<file path="src/sv/q4k_pkg.sv">
// ---------------------------------------------------------------------------
// q4k_pkg
// Shared types and constants for the k-quant block dot product.
// ---------------------------------------------------------------------------
package q4k_pkg;

  localparam int BEATS = 16;
  localparam int SDOT_W = 27;
  localparam int MTERM_W = 24;

  // One closed superblock, handed from the front to the float back end.
  typedef struct packed {
    logic signed [SDOT_W-1:0]  sdot;
    logic signed [MTERM_W-1:0] mterm;
    logic [15:0]               wscale;
    logic [15:0]               wmin;
    logic [31:0]               ascale;
    logic                      last;
  } q4k_rec_t;

  // Scales and mins of one pair of subblocks.
  typedef struct packed {
    logic [5:0] sc_lo;
    logic [5:0] sc_hi;
    logic [5:0] mn_lo;
    logic [5:0] mn_hi;
  } q4k_pair_t;

  localparam logic [31:0] CANON_NAN = 32'h7fc0_0000;

endpackage

</file>
<file path="src/sv/q4k_fifo.sv">
// ---------------------------------------------------------------------------
// q4k_fifo
// Short queue of closed superblocks between front and back.
// ---------------------------------------------------------------------------
module q4k_fifo #(
  parameter int DEPTH = 4
) (
  input  logic              clk,
  input  logic              rst,
  input  logic              wr,
  input  q4k_pkg::q4k_rec_t wdata,
  input  logic              rd,
  output q4k_pkg::q4k_rec_t rdata,
  output logic              empty,
  output logic              afull
);
  import q4k_pkg::*;

  localparam int PW = (DEPTH > 1) ? $clog2(DEPTH) : 1;
  localparam int CW = $clog2(DEPTH + 1);

  q4k_rec_t        mem [DEPTH];
  logic [PW-1:0]   wptr;
  logic [PW-1:0]   rptr;
  logic [CW-1:0]   count;

  assign rdata = mem[rptr];
  assign empty = (count == '0);
  assign afull = (count >= CW'(DEPTH - 1));

  always_ff @(posedge clk) begin
    if (wr) begin
      mem[wptr] <= wdata;
    end
  end

  always_ff @(posedge clk) begin
    if (rst) begin
      wptr  <= '0;
      rptr  <= '0;
      count <= '0;
    end else begin
      if (wr) begin
        wptr <= (wptr == PW'(DEPTH - 1)) ? '0 : wptr + 1'b1;
      end
      if (rd) begin
        rptr <= (rptr == PW'(DEPTH - 1)) ? '0 : rptr + 1'b1;
      end
      if (wr && !rd) begin
        count <= count + 1'b1;
      end else if (rd && !wr) begin
        count <= count - 1'b1;
      end
    end
  end

endmodule

</file>
<file path="config.mk">
export PLATFORM = sky130hd
export DESIGN_NAME = q4k_fifo
export DESIGN_NICKNAME = d
export VERILOG_FILES = /design/src/sv/q4k_pkg.sv /design/src/sv/q4k_fifo.sv
export SDC_FILE = /design/constraint.sdc
export NUM_CORES = 1
export LEC_CHECK = 0
export ABC_AREA = 1
export BUFFER_PORTS_ARGS = -buffer_cell sky130_fd_sc_hd__buf_4
export CAP_MARGIN = 5
export CORE_MARGIN = 5
export CORE_UTILIZATION = 55
export DETAILED_ROUTE_END_ITERATION = 12
export PLACE_DENSITY = 0.88
export SLEW_MARGIN = 20
export SYNTH_ARGS = -nofsm -noshare
export SYNTH_HDL_FRONTEND = slang
export SYNTH_SLANG_ARGS = --single-unit
</file>
<file path="constraint.sdc">
create_clock -name clk -period 10.3 [get_ports clk]
set_input_delay 0.515 -clock clk [delete_from_list [all_inputs] [get_ports clk]]
set_output_delay 0.515 -clock clk [all_outputs]
set_load 0.02 [all_outputs]
</file>
# Word-level counts from Yosys, hierarchy flattened
# Memories as Yosys holds them, arrays and structs flattened. A register that Yosys moved wholly into a read port is not among the register bits.
# Index checks and enable logic that the tools add are counted.
# word_totals
register_bits,7
ram_bits,464
in_bits,120
elab_cells,25
n_memories,1
# classes
add_sub_neg,4
order_cmp,1
eq_ne,2
muxes,8
reduce_logical,6
# memory_table
name,words,width,read_ports,rd_clocked_by_memory_dff,wr,line_no,source
mem,4,116,1,1,1,q4k_fifo.sv:22,q4k_rec_t mem [DEPTH];
# ops
operator,count
$mux W2,4
$mux W3,2
$add A2 B1 Y2 const B,2
$eq A2 B2 Y1 const B,2
$add A3 B1 Y3 const B,1
$ge A3 B2 Y1 const B,1
$logic_not A3 Y1,1
$sub A3 B1 Y3 const B,1
$logic_and A1 B1 Y1,2
$logic_not A1 Y1,2
$mux W1,2
$reduce_bool A2 Y1,1

# Logic depth before layout (Yosys ltp)
# logic_depth
depth_word,4
depth_mapped,10

# Worst setup path before layout
# OpenSTA, ideal clock, no wires.
# synth_path
path_type,register -> register
start,reg wptr[0]
end,"mem mem[3][0] in the netlist's numbering, enable pin"
arrival_ns,2.828
required_time_ns,9.831
slack_ns,7.003
path_stages_with_launch,4
period_less_slack_ns,3.297
path_cell_list,dfxtp_1 > ha_1 > nand2_1 > inv_1
# synth_rtl
item,line_no,source
start: declaration,q4k_fifo.sv:23,logic [PW-1:0] wptr;
start signal: assignment,q4k_fifo.sv:44,wptr <= (wptr == PW'(DEPTH - 1)) ? '0 : wptr + 1'b1;
end: declaration,q4k_fifo.sv:22,
# No word-level cell before the write port.

==> flow_summary_export.csv <==
group,metric,value,unit
worst_hold_path,min_delay_path_depth,2,
synthesis,post-synth-top-area-fraction,0.788,
synthesis,ys_seq_elements,473,
synthesis,synthFlopType,"sky130_fd_sc_hd__edfxtp_1",
synthesis,synth_most_common_cell,"sky130_fd_sc_hd__edfxtp_1",
cts,clkSinkCount,473,
timing,worstMarginPinSlew,1.03,ns
cts,clock-root-buffer,"sky130_fd_sc_hd__clkbuf_16",
synthesis,synth_enable_flop_cells,464,
grt,total_global_routing_track_utilization,0.212,
pwr,power_report.internal_total,3.31,mW
synthesis,synth.yosys.seq_area_share,0.799,
critical_path,worst_ep_required_time,9.79,ns
timing,max_slew_margin,0.314,
pwr,power_frac_seq,0.517,
cts,tritoncts.num_buffers,46,
cts,clk_pin_slew_worst_paths,0.06,ns
drt,num_vias,10800,
cts,number_of_gates_resized_after_cts,0,
synthesis,synth.cell_area,17700,sq um
grt,wire_length_of_the_first_global_routing_pass,59.7,mm
critical_path,critical_path.endpoint_type,"output port",
timing,rsz_0062_raised_after_global_routing,"false",
critical_path,crit_path_max_fanout,133,
synthesis,async_flop_share,0,
synthesis,netlist_top_cells_count,"sky130_fd_sc_hd__edfxtp_1, sky130_fd_sc_hd__nor2_1, sky130_fd_sc_hd__o21ai_0",
status,outcome,"finished, final reports clean",
pwr,vdd.ir_drop.worst,0.154,mV
timing,fmax,0.252,GHz
worst_hold_path,hp-class,"in -> reg",
synthesis,yosys.area.top_type,"sky130_fd_sc_hd__edfxtp_1",
final_layout,post_route_cells_drive_above_1_share,0.219,
grt,grt_overflow,0,
final_layout,finalNonFillerCells,1839,
floorplanning,io_pins,238,
cts,clock_path_buffers,3,
cts,post-cts-setup-buffers,0,
timing,totalNegativeSetupSlack,0,ns
pwr,power.share.clock,0.368,
floorplanning,chipWidth,189,um
cts,cts_htree_levels,2,
timing,hold_vio_cnt_final,0,
critical_path,critical-path-top-cell-by-count,"sky130_fd_sc_hd__buf_4",
drt,drtIter0Drc,1072,
critical_path,worst_ep_arrival_time,3.45,ns
floorplanning,die_h,189,um
floorplanning,coreArea,31600,sq um
timing,finalSetupViolCount,0,
place,dp_hpwl,22.0,mm
drt,route.met3.wl,3.74,mm
drt,detail_route.first_pass.iterations,5,
synthesis,synthesis.area_per_instance,15.0,sq um
synthesis,syn_inst,1182,
drt,drc,0,
critical_path,cp-start-kind,"flop",
pwr,power.share.switching,0.235,
cts,cts_tree,"built",
cts,clock_latency,0.54,ns
critical_path,setup.worst_path.class,"reg -> out",
drt,highest-signal-layer,"met4",
place,placed_cells_incl_taps,1754,
place,portBuffers,237,
drt,route.met2.wl,19.5,mm
synthesis,syn-num-nets,1309,
pwr,p_sw,1.01,mW
drt,via_per_inst,5.87,
floorplanning,rows,65,
final_layout,ff_latch_area,14100,sq um
floorplanning,initial_utilization,0.559,
final_layout,nets,1527,
run,max_cap_viols,0,
synthesis,synthDistinctLibCells,21,
pwr,power.combinational.fraction,0.116,
critical_path,timing.critical_path.slowest_stage_cell,"sky130_fd_sc_hd__buf_4",
grt,pin_count_of_the_biggest_net_entering_global_routing,134,
drt,avgRoutedWirePerCell,21.2,um
final_layout,num-fill-cells,2068,
timing,clock-skew-final,0.0188,ns
cts,cts_hold_buffers,0,
final_layout,flow.area_growth_from_synthesis,18.7,%
critical_path,r2r.worst_path.cells,5,
pwr,p_per_area,206,nW/um^2
place,gpl.final_weighted_congestion,0.731,
grt,antenna_found_initial,1,
timing,timing.final.max_slew_violations,0,
critical_path,slowest_cell_delay_on_critical_path,0.88,ns
grt,grt_pass1_vias,10900,
synthesis,ys.warnings.count,0,
pwr,total_leakage_power,7.33,nW
synthesis,post_synth_main_area_contributors,"sky130_fd_sc_hd__edfxtp_1, sky130_fd_sc_hd__nor2_1, sky130_fd_sc_hd__o21ai_0, sky130_fd_sc_hd__o22ai_1, sky130_fd_sc_hd__o21ai_1",
drt,drtAntennaViolNets,0,
floorplanning,dieArea,35800,sq um
critical_path,path_cells,"inv_8, buf_4, o21ai_0, o22ai_1, buf_4",
drt,routed_wl,39.0,mm
drt,met1_length,14.9,mm
final_layout,total_area_of_multi_input_combinational_cells,2980,sq um
timing,post-route-period-util,0.385,
timing,period_minus_slack,3.96,ns
==> state kept, by name, summed over array words and instances (netlist names), named ones only <==
| register | count |
|---|---|
| count | 3 |
| mem | 464 |
| rptr | 2 |
| wptr | 2 |
==> cells by family after synthesis <==
kind of cell | Yosys count | synth area share
adders and majority gates | 7 | 0.00538
buffers and inverters | 92 | 0.0326
and+or+nand+nor | 254 | 0.0544
AOI/OAI and AO/OA | 356 | 0.109
DFF | 473 | 0.799
==> metal layers <==
metal / track usage / vias to the layer above
li1: - / 4901
met1: 0.273 / 5336
met2: 0.359 / 482
met3: 0.0559 / 69
met4: 0.0615 / 0
met5: 0 / -
==> worst max-delay path, delay by kind of cell, from the launching register on <==
family	cells	cell delay (ns)
DFF	1	0.50
AOI/OAI and AO/OA	2	0.57
buffers and inverters	3	1.58
==> power by group through the flow <==
stage | sequential [mW] | clock [mW] | combinational [mW]
floorplan | 2.26 | 0 | 0.287
global placement | 2.27 | 0 | 0.482
detailed placement | 2.27 | 0 | 0.498
CTS | 2.23 | 1.61 | 0.502
global route | 2.24 | 1.71 | 0.538
finish | 2.23 | 1.59 | 0.500
==> cells in the final DEF, fill, tap and decap left out, types with 4 or more instances in the layout <==
cell type / netlist / routed
sky130_fd_sc_hd__nor2_1: 239 / 239
sky130_fd_sc_hd__buf_4: 0 / 246
sky130_fd_sc_hd__nand2_1: 10 / 10
sky130_fd_sc_hd__edfxtp_1: 464 / 464
sky130_fd_sc_hd__ha_1: 6 / 6
sky130_fd_sc_hd__clkbuf_1: 39 / 14
sky130_fd_sc_hd__clkbuf_8: 0 / 5
sky130_fd_sc_hd__inv_4: 1 / 5
sky130_fd_sc_hd__o21ai_1: 72 / 72
sky130_fd_sc_hd__clkbuf_16: 0 / 49
sky130_fd_sc_hd__dfxtp_1: 9 / 7
sky130_fd_sc_hd__a21oi_1: 4 / 4
sky130_fd_sc_hd__clkinv_2: 0 / 5
sky130_fd_sc_hd__clkinv_1: 0 / 9
sky130_fd_sc_hd__o21ai_0: 164 / 164
sky130_fd_sc_hd__o22ai_1: 116 / 116
sky130_fd_sc_hd__inv_1: 14 / 10
==> layout make-up <==
cell class / count / area share
well taps: 402 / 0.0240
flip-flops and latches: 473 / 0.673
inverters: 16 / 0.00382
clock buffers: 68 / 0.0642
multi-input cells: 617 / 0.142
clock inverters: 16 / 0.00465
diodes: 1 / 0.000119
repair buffers: 246 / 0.0880
==> worst paths after layout <==
kind | startpoint | to | slack, ns
min reg2reg | count[0]$_SDFFE_PP0P_ | count[0]$_SDFFE_PP0P_ | 0.52
max | flop | rdata[25] | 6.34
max reg2reg | wptr[0]$_SDFFE_PP0P_ | mem[0][65]$_DFFE_PP_ | 7.69
min | rst | wptr[0]$_SDFFE_PP0P_ | 0.14
==> stage by stage <==
stage	worst slack, ns	utilization	area, sq um	hold WS, ns	total power [mW]
after global routing	6.19	0.663	21000	0.142	4.48
after CTS	6.41	0.663	21000	0.121	4.35
final	6.34	0.663	21000	0.143	4.32
after global placement	7.23	0.617	19500	0.499	2.75
after detailed placement	7.01	0.617	19500	0.510	2.77
after floorplan	7.00	-	17700	0.478	2.55
No activity file was read; power rests on OpenSTA's default activity.
