File: src/sv/q4k_pkg.sv
// ---------------------------------------------------------------------------
// q4k_pkg
// Shared types and constants for the k-quant block dot product.
// ---------------------------------------------------------------------------
package q4k_pkg;

  localparam int BEATS = 16;
  localparam int SDOT_W = 27;
  localparam int MTERM_W = 24;

  // One closed superblock, handed from the front to the float back end.
  typedef struct packed {
    logic signed [SDOT_W-1:0]  sdot;
    logic signed [MTERM_W-1:0] mterm;
    logic [15:0]               wscale;
    logic [15:0]               wmin;
    logic [31:0]               ascale;
    logic                      last;
  } q4k_rec_t;

  // Scales and mins of one pair of subblocks.
  typedef struct packed {
    logic [5:0] sc_lo;
    logic [5:0] sc_hi;
    logic [5:0] mn_lo;
    logic [5:0] mn_hi;
  } q4k_pair_t;

  localparam logic [31:0] CANON_NAN = 32'h7fc0_0000;

endpackage

File: src/sv/q4k_front.sv
// ---------------------------------------------------------------------------
// q4k_front
// Accept beats, unpack scales, form integer sums, close superblocks.
// ---------------------------------------------------------------------------
module q4k_front (
  input  logic              clk,
  input  logic              rst,
  input  logic              take,
  input  logic [15:0]       weight_scale_half,
  input  logic [15:0]       weight_min_half,
  input  logic [63:0]       packed_scales_lo,
  input  logic [31:0]       packed_scales_hi,
  input  logic [31:0]       act_scale_bits,
  input  logic [63:0]       weight_nibble_bytes,
  input  logic [63:0]       act_bytes_low,
  input  logic [63:0]       act_bytes_high,
  input  logic              row_end,
  output logic              rec_push,
  output q4k_pkg::q4k_rec_t rec
);
  import q4k_pkg::*;

  logic [3:0]       beat_index;
  q4k_pair_t        pairs [4];
  logic [15:0]      held_wscale;
  logic [15:0]      held_wmin;
  logic [31:0]      held_ascale;
  logic signed [SDOT_W-1:0]  sdot;
  logic signed [MTERM_W-1:0] mterm;

  logic [7:0]       q [12];
  q4k_pair_t        unpacked [4];
  q4k_pair_t        sel;
  logic             first;
  logic signed [15:0] dlo;
  logic signed [15:0] dhi;
  logic signed [11:0] slo;
  logic signed [11:0] shi;
  logic             closing;

  // stage one
  logic             s1_valid;
  logic             s1_close;
  logic             s1_last;
  q4k_pair_t        s1_pair;
  logic signed [15:0] s1_dlo;
  logic signed [15:0] s1_dhi;
  logic signed [11:0] s1_slo;
  logic signed [11:0] s1_shi;

  logic signed [SDOT_W-1:0]  sdot_next;
  logic signed [MTERM_W-1:0] mterm_next;

  assign first   = (beat_index == '0);
  assign closing = (beat_index == 4'(BEATS - 1)) || row_end;

  always_comb begin
    for (int k = 0; k < 8; k++) begin
      q[k] = packed_scales_lo[8*k +: 8];
    end
    for (int k = 0; k < 4; k++) begin
      q[8+k] = packed_scales_hi[8*k +: 8];
    end
    for (int k = 0; k < 4; k++) begin
      // subblock k and k+4 belong to pairs k/2 and k/2+2
      if (k[0] == 1'b0) begin
        unpacked[k/2].sc_lo = q[k][5:0];
        unpacked[k/2].mn_lo = q[k+4][5:0];
        unpacked[k/2+2].sc_lo = {q[k][7:6], q[k+8][3:0]};
        unpacked[k/2+2].mn_lo = {q[k+4][7:6], q[k+8][7:4]};
      end else begin
        unpacked[k/2].sc_hi = q[k][5:0];
        unpacked[k/2].mn_hi = q[k+4][5:0];
        unpacked[k/2+2].sc_hi = {q[k][7:6], q[k+8][3:0]};
        unpacked[k/2+2].mn_hi = {q[k+4][7:6], q[k+8][7:4]};
      end
    end
  end

  assign sel = first ? unpacked[beat_index[3:2]] : pairs[beat_index[3:2]];

  always_comb begin
    dlo = '0;
    dhi = '0;
    slo = '0;
    shi = '0;
    for (int k = 0; k < 8; k++) begin
      dlo = dlo + 16'($signed({1'b0, weight_nibble_bytes[8*k +: 4]})
                      * $signed(act_bytes_low[8*k +: 8]));
      dhi = dhi + 16'($signed({1'b0, weight_nibble_bytes[8*k+4 +: 4]})
                      * $signed(act_bytes_high[8*k +: 8]));
      slo = slo + 12'($signed(act_bytes_low[8*k +: 8]));
      shi = shi + 12'($signed(act_bytes_high[8*k +: 8]));
    end
  end

  always_ff @(posedge clk) begin
    if (take) begin
      if (first) begin
        pairs       <= unpacked;
        held_wscale <= weight_scale_half;
        held_wmin   <= weight_min_half;
        held_ascale <= act_scale_bits;
      end
      s1_pair  <= sel;
      s1_dlo   <= dlo;
      s1_dhi   <= dhi;
      s1_slo   <= slo;
      s1_shi   <= shi;
      s1_close <= closing;
      s1_last  <= row_end;
    end
  end

  assign sdot_next = sdot
    + SDOT_W'(s1_dlo * $signed({1'b0, s1_pair.sc_lo}))
    + SDOT_W'(s1_dhi * $signed({1'b0, s1_pair.sc_hi}));
  assign mterm_next = mterm
    + MTERM_W'(s1_slo * $signed({1'b0, s1_pair.mn_lo}))
    + MTERM_W'(s1_shi * $signed({1'b0, s1_pair.mn_hi}));

  assign rec_push     = s1_valid && s1_close;
  assign rec.sdot     = sdot_next;
  assign rec.mterm    = mterm_next;
  assign rec.wscale   = held_wscale;
  assign rec.wmin     = held_wmin;
  assign rec.ascale   = held_ascale;
  assign rec.last     = s1_last;

  always_ff @(posedge clk) begin
    if (rst) begin
      beat_index <= '0;
      s1_valid   <= 1'b0;
      sdot       <= '0;
      mterm      <= '0;
    end else begin
      s1_valid <= take;
      if (take) begin
        beat_index <= closing ? '0 : beat_index + 1'b1;
      end
      if (s1_valid) begin
        // drop the sums once the superblock is queued
        sdot  <= s1_close ? '0 : sdot_next;
        mterm <= s1_close ? '0 : mterm_next;
      end
    end
  end

endmodule

File: config.mk
export PLATFORM = sky130hd
export DESIGN_NAME = q4k_front
export DESIGN_NICKNAME = d
export VERILOG_FILES = /design/src/sv/q4k_pkg.sv /design/src/sv/q4k_front.sv
export SDC_FILE = /design/constraint.sdc
export NUM_CORES = 2
export LEC_CHECK = 0
export ABC_CLOCK_PERIOD_IN_PS = 10000
export BUFFER_PORTS_ARGS = -buffer_cell sky130_fd_sc_hd__buf_4
export CAP_MARGIN = 10
export CORE_MARGIN = 3
export CORE_UTILIZATION = 63
export DETAILED_ROUTE_END_ITERATION = 8
export GPL_TIMING_DRIVEN = 0
export PLACE_DENSITY = 0.94
export RECOVER_POWER = 100
export SLEW_MARGIN = 20
export SYNTH_ARGS = -nofsm -noshare
export SYNTH_HDL_FRONTEND = slang
export SYNTH_SLANG_ARGS = --single-unit
File: constraint.sdc
create_clock -name clk -period 10 [get_ports clk]
set_input_delay 1.5 -clock clk [delete_from_list [all_inputs] [get_ports clk]]
set_output_delay 1.5 -clock clk [all_outputs]
set_load 0.005 [all_outputs]
Yosys cells after proc, flatten, opt, wreduce, memory -nomap -nowiden:

Index checks and enable logic that the tools add are counted.

* add/subtract/negate cells: 33
* multipliers: 20
* order comparisons: 1
* equality and inequality tests: 1
* multiplexer cells: 10
* bitwise gates (word level): 1
* reduce and logical (&&, ||, !) cells: 4

Operators by type and width (number)
* multiplier 5 x 8 -> 13 bit: 16
* two-way mux 24 bit: 6
* adder 16 x 13 -> 16 bit: 8
* binary-select mux 24 bit (select 2 bit): 2
* adder 12 x 8 -> 12 bit: 6
* adder 27 x 23 -> 27 bit: 2
* adder 24 x 19 -> 24 bit: 2
* multiplier 16 x 7 -> 23 bit: 2
* multiplier 12 x 7 -> 19 bit: 2
* adder 15 x 13 -> 16 bit: 2
* adder 14 x 13 -> 15 bit: 2
* adder 13 x 13 -> 14 bit: 2
* two-way mux 27 bit: 1
* adder 11 x 8 -> 12 bit: 2
* adder 10 x 8 -> 11 bit: 2
* adder 9 x 8 -> 10 bit: 2
* adder 8 x 8 -> 9 bit: 2
* adder 4 x 1 -> 4 bit, second input constant: 1
* == test 4 bit, second input constant: 1
* logical NOT 4 bit: 1
* two-way mux 4 bit: 1
* greater-or-equal comparator 3 bit, second input constant: 1
* inverter 2 -> 3 bit: 1
* AND reduction 2 bit: 1
* other kinds (2): 2

* register bits after elaboration: 298
* input bits: 356
* output and inout port bits: 117

Longest topological paths before layout:

* depth after elaboration: 8
* gate-level depth with buffers: 24
* gate-level depth less buffers: 24

Least setup slack after synthesis:

No wires, ideal clock.

* path kind: in2reg
* start point: in weight_nibble_bytes[19]
* end point: reg s1_dlo[15] (data pin)
* library setup time: 0.263 ns
* arrival: 7.628 ns
* required time: 9.737 ns
* path slack: 2.109 ns
* stages on the path: 22
* buffers on the path: 1
* cell sequence: clkbuf_1 > nand2_1 > fa_1 > inv_1 > fa_1 > inv_1 > fa_1 > inv_1 > fa_1 > fa_1 > fa_1 > fa_1 > fa_1 > ha_1 > a21o_1 > a21oi_2 > o21bai_1 > a31o_1 > a41o_1 > o41ai_4 > mux2i_1 > a2111o_1

* longest elaborated chain between the ends: 7

RTL lines
* from (decl): line q4k_front.sv:14 `input logic [63:0] weight_nibble_bytes,`
* multiplier 5 x 8 -> 13 bit: line q4k_front.sv:89 `* $signed(act_bytes_low[8*k +: 8]));`
* adder 14 x 13 -> 15 bit: line q4k_front.sv:88 `dlo = dlo + 16'($signed({1'b0, weight_nibble_bytes[8*k +: 4]})`
* adder 15 x 13 -> 16 bit: line q4k_front.sv:88
* adder 16 x 13 -> 16 bit (4 in series): line q4k_front.sv:88
* named net dlo[15]: line q4k_front.sv:35 `logic signed [15:0] dlo;`
* to (signal assigned): line q4k_front.sv:106 `s1_dlo <= dlo;`
* to (decl): line q4k_front.sv:46 `logic signed [15:0] s1_dlo;`

The timed path passes the listed nets, and every way through them passes these cells.
A chain may end at the register's enable or synchronous reset.

==> results_tabular.tex <==
\begin{tabular}{lr}
\hline
Metric & Value \\
\hline
\multicolumn{2}{l}{\textbf{Yosys}} \\
\quad Share of the yosys chip area belonging to registers & between 15 and 20\% \\
\quad Dominant synthesized flop cell & edfxtp\_1 \\
\quad Gate count of the mapped netlist & roughly 4.7k \\
\quad Leading cell type by number of instances after synthesis & inv\_1 \\
\quad Main area contributors after synthesis & fa\_1 (44\%), edfxtp\_1 (14\%), ha\_1 (11\%) \\
\quad Total nets after synthesis & 6,580 \\
\quad Post-synthesis instance area & about 50,000 um2 \\
\quad Number of distinct standard cells referenced by the synthesized netlist & 66 \\
\quad Mean instance size in the synthesized netlist & about 11 um2 \\
\quad Area share of the largest cell type after synthesis & 43.7\% \\
\quad EDFF count, synth & roughly 240 \\
\quad Most instantiated cells after synthesis & inv\_1 (1,327), fa\_1 (1,098), and2\_1 (576) \\
\quad Fraction of synthesis flops using an asynchronous set or reset pin & 0\% \\
\quad Post-synth top area cell & fa\_1 \\
\quad Yosys Warn Count & 0 \\
\quad Number of storage elements in the synthesis netlist & 298 \\
\multicolumn{2}{l}{\textbf{STA}} \\
\quad Achievable clock frequency & 109 MHz \\
\quad Final Hold Violating Endpoints & 0 \\
\quad Final Cycle Share & around 90\% \\
\quad Final Skew & $\sim$0.022 ns \\
\quad Worst rel slew slack & -198\% \\
\quad Tightest hold margin & around 0.49 ns \\
\quad Crit path time final & between 9 and 10 ns \\
\quad Final setup TNS & 0 ns \\
\quad Fin. max-slew vios & around 140 \\
\quad Final setup violation count & 0 \\
\quad RSZ-0062 raised after global routing & no \\
\quad Slew at the pin with the worst max-slew slack & approximately 4.5 ns \\
\multicolumn{2}{l}{\textbf{Clock tree}} \\
\quad Clock-pin slew reported for the worst setup and hold paths after clock tree synthesis & approximately 0.060 ns \\
\quad H-tree depth & 2 \\
\quad Clock tree root driver cell & clkbuf\_16 \\
\quad Count of clock tree sinks & $\sim$300 \\
\quad Clock insertion delay at the later pin of the skew report & approximately 0.57 ns \\
\quad Postcts setup bufs & 0 \\
\quad Gates resized, CTS repair & 0 \\
\quad Number of clock buffers inserted by TritonCTS & 34 \\
\quad Clock Tree Buf Depth & 3 \\
\quad Total of hold buffers inserted after clock tree synthesis & 0 \\
\quad CTS tree & built \\
\multicolumn{2}{l}{\textbf{Drt}} \\
\quad Via density per instance & 5.67 \\
\quad Detail Route Antenna Nets & 0 \\
\quad First-iteration detailed-routing DRC count & 2,699 \\
\quad DR WL/cell & roughly 22 um \\
\quad Total detailed-routing wirelength & 139,000 um \\
\quad Number of remaining DRC errors & 0 \\
\quad Number of vias after detailed routing & between 30k and 40k \\
\quad Number of detailed-routing iterations run before antenna repair & 6 \\
\multicolumn{2}{l}{\textbf{Finish}} \\
\quad Area delta synth->final & 11.4\% \\
\quad Final Instance Count excl. Fillers & 6,271 \\
\quad Share of final-layout standard cells stronger than drive strength 1 & roughly 9.8\% \\
\quad Number of filler instances in the final layout & 5,025 \\
\quad Final net count & just over 7k \\
\quad Final design instance area without fill & 56,000 um2 \\
\multicolumn{2}{l}{\textbf{Flow run}} \\
\quad Max-cap violations & 2 \\
\multicolumn{2}{l}{\textbf{Placed design}} \\
\quad Placed wire-length estimate & approximately 120,000 um \\
\quad Final RePlAce weighted congestion & approximately 1 \\
\quad Port Buffers & 470 \\
\quad Number of placed cells counting well taps & roughly 6.2k \\
\quad Dpl cell area & 55,200 um2 \\
\multicolumn{2}{l}{\textbf{Worst setup path}} \\
\quad Category of the worst setup path capture point & output port \\
\quad Largest driver fanout on the critical path & 9 \\
\quad Critical Path AT & around 7.7 ns \\
\quad WS Path Type & reg2out \\
\quad Data required, critical path & about 8.5 ns \\
\quad Startpoint class of the critical path & register \\
\multicolumn{2}{l}{\textbf{Min path}} \\
\quad Path category of the worst min-delay check & reg2reg \\
\multicolumn{2}{l}{\textbf{Die}} \\
\quad Vertical die dimension & 289 um \\
\quad Die ar. & approximately 83,000 um2 \\
\quad Effective utilization at floorplan & approximately 64\% \\
\quad Rows & a little over 100 \\
\quad Placeable core area & approximately 80,000 um2 \\
\quad I/O pins & around 470 \\
\quad Die X-Extent & a little under 300 um \\
\multicolumn{2}{l}{\textbf{Global route}} \\
\quad Number of antenna violations at the first check in global routing & 18 \\
\quad Overall overflow remaining after global route & 0 \\
\quad Largest net degree at the start of global routing & between 80 and 90 \\
\quad Total GRT Usage & a little over a third \\
\quad Gr busiest metal & met2 \\
\quad Wire length of the first global-routing pass & roughly 220,000 um \\
\quad Number of global-route vias before repair & 40.5k \\
\quad Global routing usage on met1 & between 40 and 50\% \\
\quad Fraction of met3 tracks used by global routing & between 6 and 7\% \\
\quad Fraction of met2 tracks used by global routing & $\sim$59\% \\
\multicolumn{2}{l}{\textbf{Status}} \\
\quad Violations in the final reports & max-capacitance violations, max-slew violations \\
\quad Result of the run & finished, violations left \\
\hline
\end{tabular}
final timing paths:
path / depth (start not counted) / endpoint / slack (ns) / startpoint
hold / removal: 2 / mterm[0]$_SDFFE_PP0P_ / 0.49 / mterm[0]$_SDFFE_PP0P_
hold reg to reg: 2 / mterm[0]$_SDFFE_PP0P_ / 0.49 / mterm[0]$_SDFFE_PP0P_
setup / recovery: 22 / rec[109] / 0.85 / s1_dhi[15]$_DFFE_PP_
setup reg to reg: 23 / sdot[26]$_SDFFE_PP0P_ / 2.88 / s1_dhi[15]$_DFFE_PP_
cells by family (layout without fill, tap and decap cells):
group,after synthesis,count (layout),synth area share [%]
xor gates and xnor gates,116,116,2.02
muxes,50,50,1.65
adders and majority gates,1537,1537,54.6
and+or+nand+nor,1059,1059,11.3
other,0,15,0
AOI/OAI and AO/OA,244,244,3.39
buffers and inverters,1383,1912,10.3
DFF,298,298,16.7
layout by cell type (no fill, tap or decap), types with 6 or more instances in the layout:
| cell type | count |
|---|---|
| mux2_2 | 10 |
| clkbuf_16 | 35 |
| ha_1 | 439 |
| a211oi_1 | 12 |
| o21bai_1 | 13 |
| nand4_1 | 6 |
| nor3_1 | 14 |
| dfxtp_1 | 56 |
| and2_0 | 12 |
| a2bb2oi_1 | 26 |
| a21o_1 | 33 |
| and3_1 | 7 |
| fa_1 | 1098 |
| clkbuf_1 | 111 |
| mux2_1 | 14 |
| nor3b_1 | 7 |
| nor2b_1 | 18 |
| diode_2 | 15 |
| and2_1 | 564 |
| nand2_1 | 304 |
| xnor2_1 | 99 |
| mux4_2 | 24 |
| edfxtp_1 | 242 |
| o211ai_1 | 7 |
| xor2_1 | 17 |
| buf_4 | 187 |
| clkbuf_4 | 227 |
| inv_1 | 1327 |
| o21ai_0 | 31 |
| nand3_1 | 17 |
| a21oi_1 | 73 |
| nor2_1 | 74 |
| nand3b_1 | 7 |
| nand2b_1 | 12 |
stage by stage:
step / setup slack (ns) / utilization (%)
2_1_floorplan: 2.11 / -
3_3_place_gp: 1.47 / 70.4
3_5_place_dp: 1.28 / 70.5
4_1_cts: 1.02 / 71.9
5_1_grt: 0.385 / 71.6
6_report: 0.846 / 71.6
worst max-delay path, stage by stage (launching register included):
cell,delay [ns]
edfxtp_1,0.61
and2_0,0.56
inv_1,0.35
fa_1,0.56
inv_1,0.06
fa_1,0.51
fa_1,0.53
inv_1,0.06
fa_1,0.53
inv_1,0.05
fa_1,0.49
inv_1,0.05
fa_1,0.49
inv_1,0.05
ha_1,0.26
clkbuf_1,0.33
nand2_1,0.11
o21ai_0,0.34
o21ba_1,0.24
o21bai_1,0.13
a21oi_1,0.19
xnor2_1,0.37
clkbuf_4,0.22
state kept, by name (all words and copies together) (netlist names), 16 cells and up:
signal / cells
held_wmin: 16
s1_pair: 24
sdot: 27
s1_dlo: 16
held_wscale: 16
pairs: 96
mterm: 24
s1_dhi: 16
held_ascale: 32
metal layers:
metal / vias up / part of all wire, % / routed length [um]
met1: 18000 / 34 / 47500
met5: - / 0.035 / 49
met4: 6 / 7.8 / 10900
met3: 626 / 8.4 / 11600
met2: 1922 / 49 / 68600
li1: 15000 / - / -
layout make-up:
type	count	area (um2)	share of cell area, %
multi-input cells	3006	36700	65.4
flip-flops and latches	298	8390	15.0
inverters	1327	4980	8.89
repair buffers	472	3350	5.97
well taps	1040	1300	2.32
clock buffers	38	887	1.58
plain buffers	56	215	0.384
clock inverters	19	203	0.362
diodes	15	37.5	0.0670
Power is left out: the tool's default activity adds up to more than one toggle a clock period on the data nets, which glitch-free logic cannot reach.
