## src/sv/q4k_pkg.sv

```systemverilog
// ---------------------------------------------------------------------------
// q4k_pkg
// Shared types and constants for the k-quant block dot product.
// ---------------------------------------------------------------------------
package q4k_pkg;

  localparam int BEATS = 16;
  localparam int SDOT_W = 27;
  localparam int MTERM_W = 24;

  // One closed superblock, handed from the front to the float back end.
  typedef struct packed {
    logic signed [SDOT_W-1:0]  sdot;
    logic signed [MTERM_W-1:0] mterm;
    logic [15:0]               wscale;
    logic [15:0]               wmin;
    logic [31:0]               ascale;
    logic                      last;
  } q4k_rec_t;

  // Scales and mins of one pair of subblocks.
  typedef struct packed {
    logic [5:0] sc_lo;
    logic [5:0] sc_hi;
    logic [5:0] mn_lo;
    logic [5:0] mn_hi;
  } q4k_pair_t;

  localparam logic [31:0] CANON_NAN = 32'h7fc0_0000;

endpackage

```

## src/sv/q4k_back.sv

```systemverilog
// ---------------------------------------------------------------------------
// q4k_back
// Float fixup sequencer: one shared multiply/add/convert unit, each operation
// passing through operate, leading-one and round phases, eight operations a superblock.
// ---------------------------------------------------------------------------
module q4k_back (
  input  logic              clk,
  input  logic              rst,
  input  logic              q_empty,
  input  q4k_pkg::q4k_rec_t q_data,
  output logic              q_pop,
  input  logic              pop,
  output logic              empty,
  output logic [31:0]       row_dot_bits
);
  import q4k_pkg::*;

  localparam logic [1:0] PH_OPER  = 2'd0;
  localparam logic [1:0] PH_LEAD  = 2'd1;
  localparam logic [1:0] PH_ROUND = 2'd2;

  localparam logic [1:0] OP_MUL = 2'd0;
  localparam logic [1:0] OP_ADD = 2'd1;
  localparam logic [1:0] OP_SUB = 2'd2;
  localparam logic [1:0] OP_CVT = 2'd3;

  localparam logic [2:0] LAST_STEP = 3'd7;

  function automatic logic [31:0] half_to_single(input logic [15:0] h);
    logic [4:0]  e;
    logic [9:0]  m;
    logic [3:0]  lead;
    logic [9:0]  sm;
    logic [31:0] r;
    e = h[14:10];
    m = h[9:0];
    lead = '0;
    for (int i = 0; i < 10; i++) begin
      if (m[i]) begin
        lead = 4'(i);
      end
    end
    sm = m << (4'd10 - lead);
    if (e == 5'd31) begin
      r = {h[15], 8'hff, m, 13'd0} | ((m != '0) ? 32'h0040_0000 : 32'd0);
    end else if (e == '0) begin
      if (m == '0) begin
        r = {h[15], 31'd0};
      end else begin
        r = {h[15], 8'(8'd103 + 8'(lead)), sm, 13'd0};
      end
    end else begin
      r = {h[15], 8'(8'(e) + 8'd112), m, 13'd0};
    end
    return r;
  endfunction

  logic        busy;
  logic [2:0]  step;
  logic [1:0]  phase;
  q4k_rec_t    cur;
  logic [31:0] wd, wdm, wfm, wfs, wp, acc;
  logic        out_valid;

  // operation decode
  logic [1:0]  op;
  logic [31:0] fa, fb;
  logic signed [SDOT_W-1:0] iv;

  always_comb begin
    op = OP_MUL;
    fa = acc;
    fb = wp;
    iv = '0;
    unique case (step)
      3'd0: begin fa = cur.ascale; fb = half_to_single(cur.wscale); end
      3'd1: begin fa = cur.ascale; fb = half_to_single(cur.wmin); end
      3'd2: begin op = OP_CVT; iv = SDOT_W'(cur.mterm); end
      3'd3: begin op = OP_CVT; iv = cur.sdot; end
      3'd4: begin fa = wdm; fb = wfm; end
      3'd5: begin op = OP_SUB; end
      3'd6: begin fa = wd; fb = wfs; end
      3'd7: begin op = OP_ADD; end
      default: begin end
    endcase
  end

  // unpack operands
  logic [23:0]        ma, mb;
  logic signed [11:0] ea, eb;
  logic               na, nb, ia, ib, za, zb, sa, sb;

  always_comb begin
    ma = {fa[30:23] != '0, fa[22:0]};
    mb = {fb[30:23] != '0, fb[22:0]};
    ea = (fa[30:23] == '0) ? 12'sd1 : $signed({4'd0, fa[30:23]});
    eb = (fb[30:23] == '0) ? 12'sd1 : $signed({4'd0, fb[30:23]});
    na = (fa[30:23] == 8'hff) && (fa[22:0] != '0);
    nb = (fb[30:23] == 8'hff) && (fb[22:0] != '0);
    ia = (fa[30:23] == 8'hff) && (fa[22:0] == '0);
    ib = (fb[30:23] == 8'hff) && (fb[22:0] == '0);
    za = (fa[30:0] == '0);
    zb = (fb[30:0] == '0);
    sa = fa[31];
    sb = fb[31] ^ (op == OP_SUB);
  end

  // operation phase: exact significand, exponent, sign and special cases
  logic [49:0]        m_c;
  logic signed [11:0] e_c;
  logic               s_c, nan_c, inf_c;
  logic               big_a, eff_sub;
  logic [23:0]        m_big, m_small;
  logic signed [11:0] e_big, e_diff;
  logic [49:0]        sm_full, sm_shift;
  logic               sm_lost;
  logic [SDOT_W-1:0]  mag;

  always_comb begin
    big_a    = (ea > eb) || ((ea == eb) && (ma >= mb));
    m_big    = big_a ? ma : mb;
    m_small  = big_a ? mb : ma;
    e_big    = big_a ? ea : eb;
    e_diff   = big_a ? (ea - eb) : (eb - ea);
    eff_sub  = (sa != sb);
    sm_full  = {2'd0, m_small, 24'd0};
    sm_shift = sm_full >> e_diff[7:0];
    sm_lost  = ((sm_shift << e_diff[7:0]) != sm_full);
    mag      = iv[SDOT_W-1] ? SDOT_W'(-iv) : SDOT_W'(iv);
    m_c   = '0;
    e_c   = '0;
    s_c   = 1'b0;
    nan_c = 1'b0;
    inf_c = 1'b0;
    unique case (op)
      OP_MUL: begin
        m_c   = {1'b0, 48'(ma * mb), 1'b0};
        e_c   = ea + eb - 12'sd127;
        s_c   = sa ^ sb;
        nan_c = na || nb || (ia && zb) || (za && ib);
        inf_c = ia || ib;
      end
      OP_ADD, OP_SUB: begin
        m_c = eff_sub ? ({2'd0, m_big, 24'd0} - (sm_shift | 50'(sm_lost)))
                      : ({2'd0, m_big, 24'd0} + (sm_shift | 50'(sm_lost)));
        e_c = e_big;
        if (m_c == '0) begin
          s_c = eff_sub ? 1'b0 : sa;
        end else begin
          s_c = big_a ? sa : sb;
        end
        nan_c = na || nb || (ia && ib && eff_sub);
        inf_c = ia || ib;
        if (ia || ib) begin
          s_c = ia ? sa : sb;
        end
      end
      OP_CVT: begin
        m_c = 50'(mag);
        e_c = 12'sd174;
        s_c = iv[SDOT_W-1];
      end
      default: begin end
    endcase
  end

  logic [49:0]        m_r;
  logic signed [11:0] e_r;
  logic               s_r, nan_r, inf_r;
  logic [5:0]         p_r;
  logic [5:0]         p_c;

  // leading one search
  always_comb begin
    p_c = '0;
    for (int i = 0; i < 50; i++) begin
      if (m_r[i]) begin
        p_c = 6'(i);
      end
    end
  end

  // round and pack
  logic signed [11:0] e_norm, e_fin, sh;
  logic [5:0]         shr;
  logic [49:0]        rm;
  logic               lost, g, st, inc;
  logic [24:0]        m25;
  logic [11:0]        ef;
  logic [31:0]        res;

  always_comb begin
    e_norm = e_r + $signed({6'd0, p_r}) - 12'sd47;
    e_fin  = (e_norm < 12'sd1) ? 12'sd1 : e_norm;
    sh     = e_fin - e_r;
    shr    = (sh > 12'sd63) ? 6'd63 : sh[5:0];
    if (sh >= 12'sd0) begin
      rm   = m_r >> shr;
      lost = ((rm << shr) != m_r);
    end else begin
      rm   = m_r << 6'(-sh);
      lost = 1'b0;
    end
    g   = rm[23];
    st  = (rm[22:0] != '0) || lost;
    inc = g && (st || rm[24]);
    m25 = {1'b0, rm[47:24]} + 25'(inc);
    if (m25[24]) begin
      ef = 12'(e_fin + 12'sd1);
    end else if (m25[23]) begin
      ef = 12'(e_fin);
    end else begin
      ef = '0;
    end
    if (nan_r) begin
      res = CANON_NAN;
    end else if (inf_r || (m_r != '0 && ef >= 12'd255)) begin
      res = {s_r, 8'hff, 23'd0};
    end else if (m_r == '0) begin
      res = {s_r, 31'd0};
    end else begin
      res = {s_r, ef[7:0], m25[22:0]};
    end
  end

  assign q_pop        = !busy && !q_empty && !out_valid;
  assign empty        = !out_valid;

  always_ff @(posedge clk) begin
    if (q_pop) begin
      cur <= q_data;
    end
    if (busy && phase == PH_OPER) begin
      m_r   <= m_c;
      e_r   <= e_c;
      s_r   <= s_c;
      nan_r <= nan_c;
      inf_r <= inf_c;
    end
    if (busy && phase == PH_LEAD) begin
      p_r <= p_c;
    end
    if (busy && phase == PH_ROUND) begin
      unique case (step)
        3'd0: wd <= res;
        3'd1: wdm <= res;
        3'd2: wfm <= res;
        3'd3: wfs <= res;
        3'd4, 3'd6: wp <= res;
        default: begin end
      endcase
      if (step == LAST_STEP && cur.last) begin
        // hand out the row, canonical NaN already applied in packing
        row_dot_bits <= res;
      end
    end
  end

  always_ff @(posedge clk) begin
    if (rst) begin
      busy      <= 1'b0;
      step      <= '0;
      phase     <= PH_OPER;
      out_valid <= 1'b0;
      acc       <= '0;
    end else begin
      if (pop && out_valid) begin
        out_valid <= 1'b0;
      end
      if (q_pop) begin
        busy  <= 1'b1;
        step  <= '0;
        phase <= PH_OPER;
      end else if (busy) begin
        unique case (phase)
          PH_OPER:  phase <= PH_LEAD;
          PH_LEAD:  phase <= PH_ROUND;
          PH_ROUND: begin
            phase <= PH_OPER;
            if (step == 3'd5) begin
              acc <= res;
            end
            if (step == LAST_STEP) begin
              busy <= 1'b0;
              if (cur.last) begin
                out_valid <= 1'b1;
                acc       <= '0;
              end else begin
                acc <= res;
              end
            end else begin
              step <= step + 1'b1;
            end
          end
          default: phase <= PH_OPER;
        endcase
      end
    end
  end

endmodule

```

## config.mk

```make
export PLATFORM = sky130hd
export DESIGN_NAME = q4k_back
export DESIGN_NICKNAME = d
export VERILOG_FILES = /design/src/sv/q4k_pkg.sv /design/src/sv/q4k_back.sv
export SDC_FILE = /design/constraint.sdc
export NUM_CORES = 2
export LEC_CHECK = 0
export ABC_AREA = 1
export BUFFER_PORTS_ARGS = -buffer_cell sky130_fd_sc_hd__buf_2
export CAP_MARGIN = 5
export CORE_MARGIN = 2
export CORE_UTILIZATION = 50
export CTS_BUF_LIST = sky130_fd_sc_hd__clkbuf_4 sky130_fd_sc_hd__clkbuf_8
export DETAILED_ROUTE_END_ITERATION = 7
export PLACE_DENSITY_LB_ADDON = 0.05
export SYNTH_ARGS = -nofsm -noshare
export SYNTH_HDL_FRONTEND = slang
export SYNTH_SLANG_ARGS = --single-unit
```

## constraint.sdc

```tcl
create_clock -name clk -period 16.9 [get_ports clk]
set_input_delay 3.38 -clock clk [delete_from_list [all_inputs] [get_ports clk]]
set_output_delay 3.38 -clock clk [all_outputs]
set_load 0.05 [all_outputs]
```

## After elaboration in Yosys (flattened, before gate mapping)

Index checks and enable logic that the tools add are counted.

| cells by class | value |
|---|---|
| add/sub/neg operators | 20 |
| multiply operators | 1 |
| $lt $le $gt $ge | 6 |
| equality and inequality tests | 20 |
| shift-type cells | 7 |
| multiplexer cells | 120 |
| bitwise operators | 7 |
| reduce and logical (&&, ||, !) cells | 70 |

Operator list:

| kind | number |
|---|---|
| 32-bit two-way mux | 6 |
| 31-bit two-way mux | 6 |
| 6-bit two-way mux | 31 |
| 50-bit one-hot mux with 3 select lines | 1 |
| 32-bit one-hot mux with 4 select lines | 1 |
| 50-bit logical NOT | 2 |
| 32-bit one-hot mux with 3 select lines | 1 |
| 5-bit two-way mux | 16 |
| 4-bit two-way mux | 18 |
| 23-bit nonzero test | 3 |
| 32-bit by 23-bit OR with 32-bit output | 2 |
| 31-bit logical NOT | 2 |
| 27-bit one-hot mux with 2 select lines | 1 |
| 48-bit by 50-bit adder with 50-bit output | 1 |
| 50-bit two-way mux | 1 |
| 50-bit by 48-bit inequality test with 1-bit output | 1 |
| 50-bit inequality test | 1 |
| 50-bit by 1-bit OR with 50-bit output | 1 |
| 50-bit nonzero test | 1 |
| 50-bit by 6-bit << shifter with 48-bit output | 1 |
| 50-bit by 6-bit << shifter with 50-bit output | 1 |
| 50-bit by 8-bit << shifter with 50-bit output | 1 |
| 48-bit by 8-bit right shift with 50-bit output | 1 |
| 50-bit by 6-bit right shift with 50-bit output | 1 |
| other kinds (64) | 150 |

| storage, ports and cells | value |
|---|---|
| flip-flop bits (word level) | 418 |
| input bits | 120 |
| output and inout port bits | 34 |
| logic and storage cells | 276 |

## Logic depth before layout (Yosys ltp)

| logic depth | value |
|---|---|
| depth in word-level cells | 48 |
| depth in mapped cells | 90 |
| mapped depth without buffers | 87 |

## Least setup slack after synthesis

Ideal clock, no wire load.

| timing path | value |
|---|---|
| path kind | in2out |
| start | in q_empty |
| end | out q_pop |
| arrival | 12.270 ns |
| required time | 13.520 ns |
| setup slack | 1.250 ns |
| cell stages on the path | 1 |
| path buffers | 0 |
| path through | nor3_1 |

| between the ends | value |
|---|---|
| longest elaborated chain between the ends | 3 |

RTL lines:

| element | RTL line | RTL |
|---|---|---|
| from (decl) | q4k_back.sv:9 | `input logic q_empty,` |
| 1-bit logical NOT | q4k_back.sv:226 | `assign q_pop = !busy && !q_empty && !out_valid;` |
| 1-bit logical AND (2 in series) | q4k_back.sv:226 |  |
| to (decl) | q4k_back.sv:11 | `output logic q_pop,` |

Every way passes these cells.

## Final worst setup path

| timing path | value |
|---|---|
| start | reg step[2] |
| end | reg s_r (data pin) |

| between the ends | value |
|---|---|
| longest elaborated chain between the ends | 19 |
| elaborated cells between the ends (all ways) | 59 |
| those cells by class | 4 x add/sub; 2 x order compare; 15 x eq/ne; 2 x shift; 16 x mux; 3 x bitwise; 17 x reduce/logical |

RTL lines:

| element | RTL line | RTL |
|---|---|---|
| from (decl) | q4k_back.sv:59 | `logic [2:0] step;` |
| from (signal assigned) | q4k_back.sv:292 | `step <= step + 1'b1;` |
| branches (longest 18 deep; another with 24-bit >= comparator) | -- |  |
| 1-bit one-hot mux with 3 select lines (*) | q4k_back.sv:135 | `unique case (op)` |
| via s_c | q4k_back.sv:111 | `logic s_c, nan_c, inf_c;` |
| to (signal assigned) | q4k_back.sv:236 | `s_r <= s_c;` |
| to (decl) | q4k_back.sv:169 | `logic s_r, nan_r, inf_r;` |

Mark *: on every way through the listed nets, which the timed path passes.
A chain may end at the register's enable or synchronous reset.

==> reports/results.ini <==
[run_status]
run_status=finished, violations left
failed_checks=design-rule violations

[floorplanning]
die-area_um2=119000
die_height_um=346
starting_utilization_of_the_core_area_pct=50.3
die_w_um=346
floorplan_core_area_um2=116000
num_rows=125
boundary_pins=154

[sta]
fin_tns_setup_ns=0
timing_worst_slew_pin_value_ns=1.42
final.setup_skew_ns=0.0715
max-slew-margin-rel_pct=4.83
setup_repair_after_global_routing_missed_its_margin=false
final_critical_path_share_of_the_clock_period_pct=88.3
timing.final.setup_violations=0
final_max_slew_viol_count=0
number_of_endpoints_with_negative_hold_slack_in_the_final_report=0
timing.final.crit_period_ns=14.93
fmax_mhz=67.0

[power_and_ir_drop]
fin_total_pwr_w=0.0122
ir_worst_vdd_v=0.000236
total_leakage_power_nw=29.1
power.density_cell_area_nw_per_um2=197

[synth]
syn_inst=8401
post_synth_num_cell_types=75
yosys_most_used_dff=edfxtp_1
synth_warnings=0
postSynthRegisterBits=416
synthDominantCellAreaShare_pct=19.4
synthArstFlopShare_pct=0
synth-seq-area-share_pct=20.8
synth.cell_area_um2=58300
synth_area_leader_cell=edfxtp_1
synth_area_per_cell_um2=6.94
mappedNetlistNets=9355
netlist_top_cells_area=edfxtp_1 19%, fa_1 17%, nand2_1 15%
synth_edf_count=377

[min_path]
min-delay-start=acc[25]
timing.hold.worst.class=reg -> reg

[clock_tree]
cts-buffers-inserted=71
cts_post_setup_buffers_inserted=0
clock_sink_count=416
post_cts_resize_count=0
cts.reportedPaths.clkPinSlew_ns=0.06
ctsHoldBuffers=0
cts-htree-levels=3
insertion_delay_ns=0.77
cts_root_buffer=clkbuf_8
tritoncts_clock_tree=done
cts_max_path_buffers=3

[layout]
fillCellCount=11700
area_growth_pct=6.16
post_route_cells_drive_above_1_share_pct=6.88
num-nets-final=9290
most-common-layout-cells=2332 x nand2_1, 1108 x inv_1, 816 x nand3_1
fin_util_pct=53.4
most_common_cell_after_layout_fill_and_taps_aside=nand2_1

[worst_setup_path]
timing.rr.start=step[2]
worstSetupStartpoint=step[2]
crit_path_end_kind=flip-flop
crit_path_category=reg -> reg
cp.arrival_ns=15.39
crit_slowest_cell=nor2_1
critical_path.startpoint_type=flip-flop
critical_path_peak_fanout=64
worst-endpoint-required_ns=17.36
critical-path-max-stage-delay_ns=0.70
path_common_cell=nand2_1

[routing]
viasPerCell=6.15
drt_first_iter_violations=8630
via_count=60900
drt-wirelength-per-cell_um=26.3
drc_violations_left=20
detail-route-antenna-nets=0
drt_pre_antenna_iters=8
routed_wirelength_mm=261

[job]
cap_violations=0

[global_route]
first_global_vias=57900
grt_overflow_total=0
grt_first_pass_wirelength_mm=380
global_route.usage.total_pct=42.8
grt_max_degree=99
grt_antenna_before_repair=8

[placed_design]
hpwl_mm=203
gp_congestion=1.09
buffer_ports.inserted=153

==> sequential cells by signal (all words and copies together), names as in the netlist <==
register,flops
wp,32
p_r,6
row_dot_bits,32
inf_r,1
phase,2
e_r,10
wdm,32
m_r,50
busy,1
s_r,1
wfs,32
acc,32
cur,116
wfm,32
step,3
out_valid,1
nan_r,1
wd,32
==> where the power goes <==
part           internal [W]  total (W)  switching, W  leakage, nW
combinational       0.00289    0.00971       0.00682         24.6
sequential          0.00141    0.00153      0.000120         3.76
clock              0.000486   0.000954      0.000469        0.750
total               0.00478     0.0122       0.00741         29.1
==> worst paths after layout <==
path / end / slack [ns] / cells past startpoint
worst min-delay path: acc[25] / 0.46 / 2
worst max register to register: s_r / 1.97 / 67
worst max-delay path: s_r / 1.97 / 67
worst min register to register: acc[25] / 0.46 / 2
==> cell usage after synthesis, types with 13 or more instances <==
cell type	number
nand2_1	2335
inv_1	1111
nand3_1	816
nor2_1	650
o21ai_0	588
fa_1	488
edfxtp_1	377
ha_1	346
a21oi_1	305
clkbuf_1	247
o21ai_1	128
buf_1	93
o211ai_1	91
nand4_1	77
buf_2	71
xor2_1	62
nor3_1	58
a31oi_1	39
dfxtp_1	39
or2_2	33
o22ai_1	30
inv_2	28
mux2i_1	28
nor4_1	27
xnor2_1	25
a221oi_1	24
clkinv_1	23
a32o_1	22
o31ai_1	22
nor2_2	19
buf_4	15
o21a_1	15
o21ai_2	15
o221ai_1	13
==> stage by stage <==
stage	instances	worst slack [ns]	hold slack, ns	instance area (um^2)
after floorplan	8401	1.25	0.442	58300
after global placement	9787	2.85	0.452	60500
after detailed placement	9787	2.70	0.456	60500
after CTS	9910	2.60	0.465	61900
after global routing	9911	1.22	0.491	61900
final	9914	1.97	0.464	61900
==> cells by family after synthesis <==
logic type,after synthesis,share of synthesized area (%)
compound gates,1368,13.5
xor+xnor,88,1.35
fa+ha+maj,834,24.2
buf+inv,1597,10.6
flops,416,20.8
mux,28,0.481
simple gates,4070,29.1
==> routing by layer <==
layer | share of wire (%) | global-route usage (%) | routed length [um] | vias up
met3 | 13 | 11.9 | 32700 | 833
met5 | 0.0088 | 0 | 23 | -
met1 | 38 | 55.8 | 99700 | 28900
met4 | 6.8 | 23.9 | 17600 | 4
li1 | - | - | - | 27200
met2 | 42 | 64.2 | 111000 | 3980
==> worst max-delay path, delay by kind of cell (launching register included) <==
| kind | cells | cell delay (ns) |
|---|---|---|
| compound gates | 5 | 1.27 |
| mux | 1 | 0.53 |
| flops | 1 | 0.49 |
| fa+ha+maj | 3 | 1.00 |
| simple gates | 49 | 8.09 |
| buf+inv | 7 | 2.66 |
| xor+xnor | 2 | 0.47 |
==> cell type report <==
type,count,area [um^2],share of cell area (%)
Multi-Input combinational cell,6388,40200,65.0
Sequential cell,416,12100,19.5
Inverter,1162,4360,7.05
Tap cell,1524,1910,3.08
Timing Repair Buffer,297,1860,3.00
Clock buffer,93,1140,1.85
Clock inverter,30,282,0.455
Antenna cell,4,10.0,0.0162
No activity file was read; power rests on OpenSTA's default activity.
